**config.mk**
```make
export PLATFORM = sky130hd
export DESIGN_NAME = first_substring_match_core
export DESIGN_NICKNAME = d
export VERILOG_FILES = /design/src/rtl/fsm_pkg.sv /design/src/rtl/fsm_cell.sv /design/src/rtl/first_substring_match_core.sv
export VERILOG_INCLUDE_DIRS = /design/src /design/src/rtl
export SDC_FILE = /design/constraint.sdc
export NUM_CORES = 1
export LEC_CHECK = 0
export ABC_AREA = 1
export BUFFER_PORTS_ARGS = -buffer_cell sky130_fd_sc_hd__buf_4
export CELL_PAD_IN_SITES_DETAIL_PLACEMENT = 2
export CELL_PAD_IN_SITES_GLOBAL_PLACEMENT = 2
export CORE_MARGIN = 8
export CORE_UTILIZATION = 39
export DETAILED_ROUTE_END_ITERATION = 6
export GPL_ROUTABILITY_DRIVEN = 0
export HOLD_SLACK_MARGIN = 0.12
export PLACE_DENSITY = 0.77
export RECOVER_POWER = 50
export SLEW_MARGIN = 20
export SYNTH_ARGS = -nofsm -noshare
export SYNTH_HDL_FRONTEND = slang
export SYNTH_HIERARCHICAL = 1
export SYNTH_SLANG_ARGS = --single-unit
```
**constraint.sdc**
```tcl
create_clock -name clk -period 16 [get_ports clk]
set_input_delay 2.4 -clock clk [delete_from_list [all_inputs] [get_ports clk]]
set_output_delay 2.4 -clock clk [all_outputs]
set_load 0.02 [all_outputs]
```
**src/rtl/first_substring_match_core_assert.svh**
```systemverilog
// Assertion macros used by first_substring_match_core.
`ifndef FIRST_SUBSTRING_MATCH_CORE_ASSERT_SVH
`define FIRST_SUBSTRING_MATCH_CORE_ASSERT_SVH

// Same-cycle implication, checked outside reset.
`define FSM_ASSERT_NOW(label, ante, cons) \
  label: assert property (@(posedge clk) disable iff (rst) (ante) |-> (cons)) \
    else $error("first_substring_match_core: check failed");

// Next-cycle implication, checked outside reset.
`define FSM_ASSERT_NEXT(label, ante, cons) \
  label: assert property (@(posedge clk) disable iff (rst) (ante) |=> (cons)) \
    else $error("first_substring_match_core: check failed");

`endif

```
**src/rtl/fsm_pkg.sv**
```systemverilog
package fsm_pkg;

  // Default sizes
  localparam int              PATTERN_MAX_DEF = 16;
  localparam longint unsigned TEXT_MAX_DEF    = 64'd65536;

  // Field widths
  localparam int CMD_W    = 2;
  localparam int BYTE_W   = 8;
  localparam int STATUS_W = 2;
  localparam int POS_W    = 16;

  // Command codes
  localparam logic [CMD_W-1:0] CMD_PATTERN = 2'd0;
  localparam logic [CMD_W-1:0] CMD_TEXT    = 2'd1;
  localparam logic [CMD_W-1:0] CMD_FINISH  = 2'd2;

  // Status codes
  localparam logic [STATUS_W-1:0] ST_FOUND     = 2'd0;
  localparam logic [STATUS_W-1:0] ST_NOT_FOUND = 2'd1;
  localparam logic [STATUS_W-1:0] ST_PAT_LONG  = 2'd2;
  localparam logic [STATUS_W-1:0] ST_TEXT_LONG = 2'd3;
  localparam logic [STATUS_W-1:0] ST_NONE      = 2'd0;

  // Control broadcast to every cell of the chain
  typedef struct packed {
    logic shift_pat;
    logic shift_txt;
    logic clear;
  } cell_ctrl_t;

endpackage

```
**src/rtl/fsm_cell.sv**
```systemverilog
module fsm_cell (
  input  logic                      clk,
  input  logic                      rst,
  input  fsm_pkg::cell_ctrl_t       ctrl,
  input  logic [fsm_pkg::BYTE_W-1:0] pat_in,
  input  logic                      pval_in,
  input  logic [fsm_pkg::BYTE_W-1:0] txt_in,
  output logic [fsm_pkg::BYTE_W-1:0] pat_out,
  output logic                      pval_out,
  output logic [fsm_pkg::BYTE_W-1:0] txt_out,
  output logic                      hit
);
  import fsm_pkg::*;

  logic [BYTE_W-1:0] pat;
  logic              pval;
  logic [BYTE_W-1:0] txt;

  // Hold one pattern byte and its valid flag; shift on pattern items
  always_ff @(posedge clk) begin
    if (rst || ctrl.clear) begin
      pval <= 1'b0;
    end else if (ctrl.shift_pat) begin
      pval <= pval_in;
    end
    if (ctrl.shift_pat) begin
      pat <= pat_in;
    end
  end

  // Hold one window byte; advance on text items
  always_ff @(posedge clk) begin
    if (ctrl.shift_txt) begin
      txt <= txt_in;
    end
  end

  // Compare the byte that enters this cell with the stored pattern byte
  assign hit      = !pval || (txt_in == pat);
  assign pat_out  = pat;
  assign pval_out = pval;
  assign txt_out  = txt;

endmodule

```
**src/rtl/first_substring_match_core.sv**
```systemverilog
// first_substring_match_core: finds the first offset of a pattern in a byte stream.
// Input channel (in_valid/in_ready): command with data_byte. Pattern items
// load the pattern, text items stream the text, a finish item reports.
// Output channel (out_valid/out_ready): one item per finish, carrying status
// (found, not found, pattern too long, text too long) and position.
// The block accepts one item per clock unless a result waits unread.
// This rate rests on the chain of cells: each cell holds one pattern byte
// and one window byte, and all cells compare the shifted window in parallel
// with the pattern, so a text byte is checked in the cycle it is accepted.
// A finish result appears on the output register in the cycle after the
// finish item is accepted. While that result waits, the block still accepts
// items as long as the output register is free or being drained in the
// same cycle; a stalled receiver holds in_ready low only while a result
// sits unread. Reset (rst, synchronous) empties the pattern and text,
// clears the match record and any overflow flag, and drops any result.
// A finish also returns the block to that empty state.
module first_substring_match_core #(
  parameter int              PATTERN_MAX = fsm_pkg::PATTERN_MAX_DEF,
  parameter longint unsigned TEXT_MAX    = fsm_pkg::TEXT_MAX_DEF
) (
  input  logic                         clk,
  input  logic                         rst,
  input  logic                         in_valid,
  output logic                         in_ready,
  input  logic [fsm_pkg::CMD_W-1:0]    command,
  input  logic [fsm_pkg::BYTE_W-1:0]   data_byte,
  output logic                         out_valid,
  input  logic                         out_ready,
  output logic [fsm_pkg::STATUS_W-1:0] status,
  output logic [fsm_pkg::POS_W-1:0]    position
);
  import fsm_pkg::*;

  localparam int PC_W  = $clog2(PATTERN_MAX + 1);
  localparam int TC_W  = $clog2(TEXT_MAX + 64'd1);
  localparam int CMP_W = (PC_W > TC_W) ? PC_W : TC_W;

  logic [PC_W-1:0]     pattern_count;
  logic [TC_W-1:0]     text_count;
  logic                match_seen;
  logic [POS_W-1:0]    match_offset;
  logic [STATUS_W-1:0] overflow_code;

  cell_ctrl_t          ctrl;
  logic                accept;
  logic                is_pat, is_txt, is_fin;
  logic                pat_full, txt_full;
  logic [CMP_W-1:0]    count_next_ext;
  logic [CMP_W-1:0]    pc_ext;
  logic                full_match;

  logic [BYTE_W-1:0]      pat_chain  [PATTERN_MAX+1];
  logic                   pval_chain [PATTERN_MAX+1];
  logic [BYTE_W-1:0]      txt_chain  [PATTERN_MAX+1];
  logic [PATTERN_MAX-1:0] hits;

  // Decode the accepted item
  assign in_ready = !out_valid || out_ready;
  assign accept   = in_valid && in_ready;
  assign is_pat   = (command == CMD_PATTERN);
  assign is_txt   = (command == CMD_TEXT);
  assign is_fin   = (command == CMD_FINISH);
  assign pat_full = (pattern_count >= PC_W'(PATTERN_MAX));
  assign txt_full = (text_count >= TC_W'(TEXT_MAX));

  assign ctrl.shift_pat = accept && is_pat && (text_count == '0) && !pat_full;
  assign ctrl.shift_txt = accept && is_txt && !txt_full;
  assign ctrl.clear     = accept && is_fin;

  // Feed the head of the chain
  assign pat_chain[0]  = data_byte;
  assign pval_chain[0] = 1'b1;
  assign txt_chain[0]  = data_byte;

  // Build the row of cells
  for (genvar k = 0; k < PATTERN_MAX; k++) begin : g_cell
    fsm_cell u_cell (
      .clk      (clk),
      .rst      (rst),
      .ctrl     (ctrl),
      .pat_in   (pat_chain[k]),
      .pval_in  (pval_chain[k]),
      .txt_in   (txt_chain[k]),
      .pat_out  (pat_chain[k+1]),
      .pval_out (pval_chain[k+1]),
      .txt_out  (txt_chain[k+1]),
      .hit      (hits[k])
    );
  end

  // Check the window that the current text byte completes
  assign count_next_ext = CMP_W'(text_count) + CMP_W'(1);
  assign pc_ext         = CMP_W'(pattern_count);
  assign full_match     = !match_seen && (pattern_count != '0) &&
                          (count_next_ext >= pc_ext) && (&hits);

  // Advance counters, record the first match, flag overflow
  always_ff @(posedge clk) begin
    if (rst || ctrl.clear) begin
      pattern_count <= '0;
      text_count    <= '0;
      match_seen    <= 1'b0;
      match_offset  <= '0;
      overflow_code <= ST_NONE;
    end else if (accept) begin
      if (ctrl.shift_pat) begin
        pattern_count <= pattern_count + PC_W'(1);
      end
      if (is_pat && (text_count == '0) && pat_full && (overflow_code == ST_NONE)) begin
        overflow_code <= ST_PAT_LONG;
      end
      if (ctrl.shift_txt) begin
        text_count <= text_count + TC_W'(1);
        if (full_match) begin
          match_seen   <= 1'b1;
          match_offset <= POS_W'(count_next_ext - pc_ext);
        end
      end
      if (is_txt && txt_full && (overflow_code == ST_NONE)) begin
        overflow_code <= ST_TEXT_LONG;
      end
    end
  end

  // Hold the result until the receiver takes it
  always_ff @(posedge clk) begin
    if (rst) begin
      out_valid <= 1'b0;
    end else if (ctrl.clear) begin
      out_valid <= 1'b1;
    end else if (out_ready) begin
      out_valid <= 1'b0;
    end
    if (ctrl.clear) begin
      if (overflow_code != ST_NONE) begin
        status   <= overflow_code;
        position <= '0;
      end else if (pattern_count == '0) begin
        status   <= ST_FOUND;
        position <= '0;
      end else if (match_seen) begin
        status   <= ST_FOUND;
        position <= match_offset;
      end else begin
        status   <= ST_NOT_FOUND;
        position <= '0;
      end
    end
  end

`include "first_substring_match_core_assert.svh"

  `FSM_ASSERT_NEXT(a_finish_clears, ctrl.clear, (pattern_count == '0) && (text_count == '0) && !match_seen)
  `FSM_ASSERT_NOW(a_match_needs_pattern, match_seen, pattern_count != '0)
  `FSM_ASSERT_NOW(a_head_valid_tracks_count, 1'b1, pval_chain[1] == (pattern_count != '0))
  `FSM_ASSERT_NEXT(a_pattern_locked, accept && is_pat && (text_count != '0), $stable(pattern_count))

endmodule

```
==> impl_metrics.tcl <==
set metrics [dict create \
    wl_final_um 32100 \
    fin_setup_tns_ps 0 \
    cts_root_buf "sky130_fd_sc_hd__clkbuf_16" \
    tritoncts.num_buffers 37 \
    drt_iter0_drc 388 \
    grt_antenna_before_repair 0 \
    power.leakage_nw 5.96 \
    min-delay-start "g_cell[6].u_cell/txt_out[1]" \
    route.vias.total 8679 \
    ctsHoldBuffers 0 \
    detail-route-antenna-nets 0 \
    status "finished, violations left" \
    drive_gt1_share_pct 7.77 \
    dpl_cell_area_um2 14500 \
    violations "capacitance limit, slew limit" \
    synthesis.yosys.warnings 6 \
    rsz_0062_raised_after_global_routing "false" \
    finalCriticalPeriod_ps 5770 \
    first_global_vias 9953 \
    required_ps 16280 \
    slew_viol_final 37 \
    htree_num_levels 2 \
    finish.instance_area_um2 15600 \
    place_hpwl_um 22000 \
    floorplan.die.width_um 203 \
    cts_tree "built" \
    number_of_i_o_port_buffers 33 \
    syn_avg_cell_area_um2 11.0 \
    vdd.ir_drop.worst_uv 69.7 \
    gr-usage-all-layers_pct 15.7 \
    power_density_nw_per_um2 119 \
    cts.sinks 324 \
    number_of_placed_cells_counting_well_taps 1725 \
    timing_worst_setup_path_type "primary input to flop" \
    grt.overflow.total 0 \
    diodes 0 \
    top_level_i_o_count 34 \
    postSynthNetCount 1268 \
    cap_violations 1 \
    hold_path.class "flop to flop" \
    synth.cell_area_um2 13700 \
    min_to "g_cell[7].u_cell/txt_out[1]" \
    drc 0 \
    peak_fanout_along_the_critical_path 71 \
    critical_path.startpoint_type "primary input" \
    clk_transition_reported_paths_ps 60 \
    area_growth_pct 14.1 \
    cts_setup_buffers 0 \
    achievable-frequency_ghz 0.173 \
    core_area_um2 34500 \
    clkLatencyLatePin_ps 530 \
    reg2regPathDepth 10 \
    final_net_count 1333 \
    stdcell_count 1793 \
    clock_tree.buffer_depth 3 \
    worstReg2RegEnd "g_cell[3].u_cell/pval_out" \
    end_kind "flop" \
    worst_clock_skew_ps 19.3 \
    postCtsResizedCells 0 \
    grt_max_degree 73 \
    crit_arrival_ps 6060 \
    finalSetupViolCount 0 \
    wire_per_inst_um 17.9 \
    period_share_pct 36.1 \
    die_y_um 203 \
    initial_util_pct 39.5 \
    r2r_setup_slack_ps 11620 \
    timing.hold.worst_path_depth 0 \
    slew-limit-headroom_pct -49.8 \
    grt_pass1_wl_um 52000 \
    detailedRoute.firstPassIterationCount 5 \
    row_count 68 \
    vias_per_cell 4.84 \
    finalHoldViolCount 0 \
    post_synth_inst_count 1244 \
    area_of_the_die_um2 41200 \
    worst_pin_slew_ps 2250 \
    crit-reg2reg-launch "text_count[0]" \
]
## cell usage in the layout, fill, tap and decap left out, types with 3 or more instances in the layout
cell type	n
sky130_fd_sc_hd__xor2_1	7
sky130_fd_sc_hd__nor2_2	8
sky130_fd_sc_hd__nor2_1	92
sky130_fd_sc_hd__clkinv_1	3
sky130_fd_sc_hd__ha_1	9
sky130_fd_sc_hd__nand3_2	6
sky130_fd_sc_hd__clkbuf_1	36
sky130_fd_sc_hd__nand4_1	16
sky130_fd_sc_hd__edfxtp_1	266
sky130_fd_sc_hd__nand3b_1	4
sky130_fd_sc_hd__nor3_2	3
sky130_fd_sc_hd__a21oi_1	40
sky130_fd_sc_hd__mux2i_1	16
sky130_fd_sc_hd__nor4_1	9
sky130_fd_sc_hd__nand2_1	339
sky130_fd_sc_hd__o21ai_0	25
sky130_fd_sc_hd__nor2_4	5
sky130_fd_sc_hd__clkbuf_8	7
sky130_fd_sc_hd__buf_4	17
sky130_fd_sc_hd__nor3_1	20
sky130_fd_sc_hd__inv_1	179
sky130_fd_sc_hd__clkbuf_16	38
sky130_fd_sc_hd__xnor2_1	83
sky130_fd_sc_hd__dfxtp_1	58
sky130_fd_sc_hd__nand2_2	11
sky130_fd_sc_hd__nand3_1	26
## routing by layer
layer | routed length, um | track usage [%]
met1 | 13500 | 18.4
met2 | 16800 | 29.1
met3 | 1110 | 2.79
met4 | 645 | 4.43
met5 | 0 | 0
## final cells by class
cell class,instances,area [um2]
inverters,180,678
multi-input cells,727,3760
repair buffers,39,214
well taps,455,569
fillers,3632,19000
clock buffers,60,1100
flip-flops and latches,324,9150
clock inverters,8,93.8
## per-stage QoR
stage	util [%]	hold slack (ps)	power [mW]	setup slack, ps
floorplan	-	439	1.02	5360
global placement	41.9	450	1.04	10400
detailed placement	41.9	459	1.05	10160
CTS	45.3	464	1.89	10550
global route	45.1	475	1.92	9820
finish	45.1	463	1.86	10230
## critical path, cell delays in order
cell,delay (ps)
sky130_fd_sc_hd__clkbuf_4,100
sky130_fd_sc_hd__inv_1,40
sky130_fd_sc_hd__nand2_1,90
sky130_fd_sc_hd__nand2_1,110
sky130_fd_sc_hd__nor4_1,210
sky130_fd_sc_hd__nand3_1,150
sky130_fd_sc_hd__nor2_1,590
sky130_fd_sc_hd__buf_4,890
sky130_fd_sc_hd__buf_4,910
sky130_fd_sc_hd__mux2i_1,360
sky130_fd_sc_hd__nor3_1,110
## power breakdown
part / internal (mW) / leakage, nW / total, mW / switching [mW]
Combinational: 0.0269 / 2.48 / 0.0863 / 0.0594
Clock: 0.492 / 0.577 / 0.829 / 0.337
Sequential: 0.929 / 2.90 / 0.943 / 0.0137
Total: 1.45 / 5.96 / 1.86 / 0.410
## state kept, by name (all words and copies together), names as in the netlist
| signal | cells |
|---|---|
| g_cell.u_cell/pval_out | 16 |
| overflow_code | 2 |
| match_offset | 16 |
| out_valid | 1 |
| g_cell.u_cell/pat_out | 128 |
| g_cell.u_cell/txt_out | 120 |
| pattern_count | 5 |
| match_seen | 1 |
| position | 16 |
| text_count | 17 |
| status | 2 |
## worst max path at each step
stage | start | to | slack [ps] | cells past startpoint
after global routing | out_ready | g_cell[10].u_cell/pval_out | 9820 | 11
final | out_ready | g_cell[3].u_cell/pval_out | 10230 | 11
after CTS | out_ready | g_cell[10].u_cell/pval_out | 10550 | 11
after detailed placement | out_ready | g_cell[11].u_cell/pval_out | 10160 | 11
after floorplan | out_ready | pattern_count[0] | 5360 | 9
after global placement | out_ready | g_cell[15].u_cell/pval_out | 10400 | 11
Note: power is estimated with default switching activity, not from simulation.
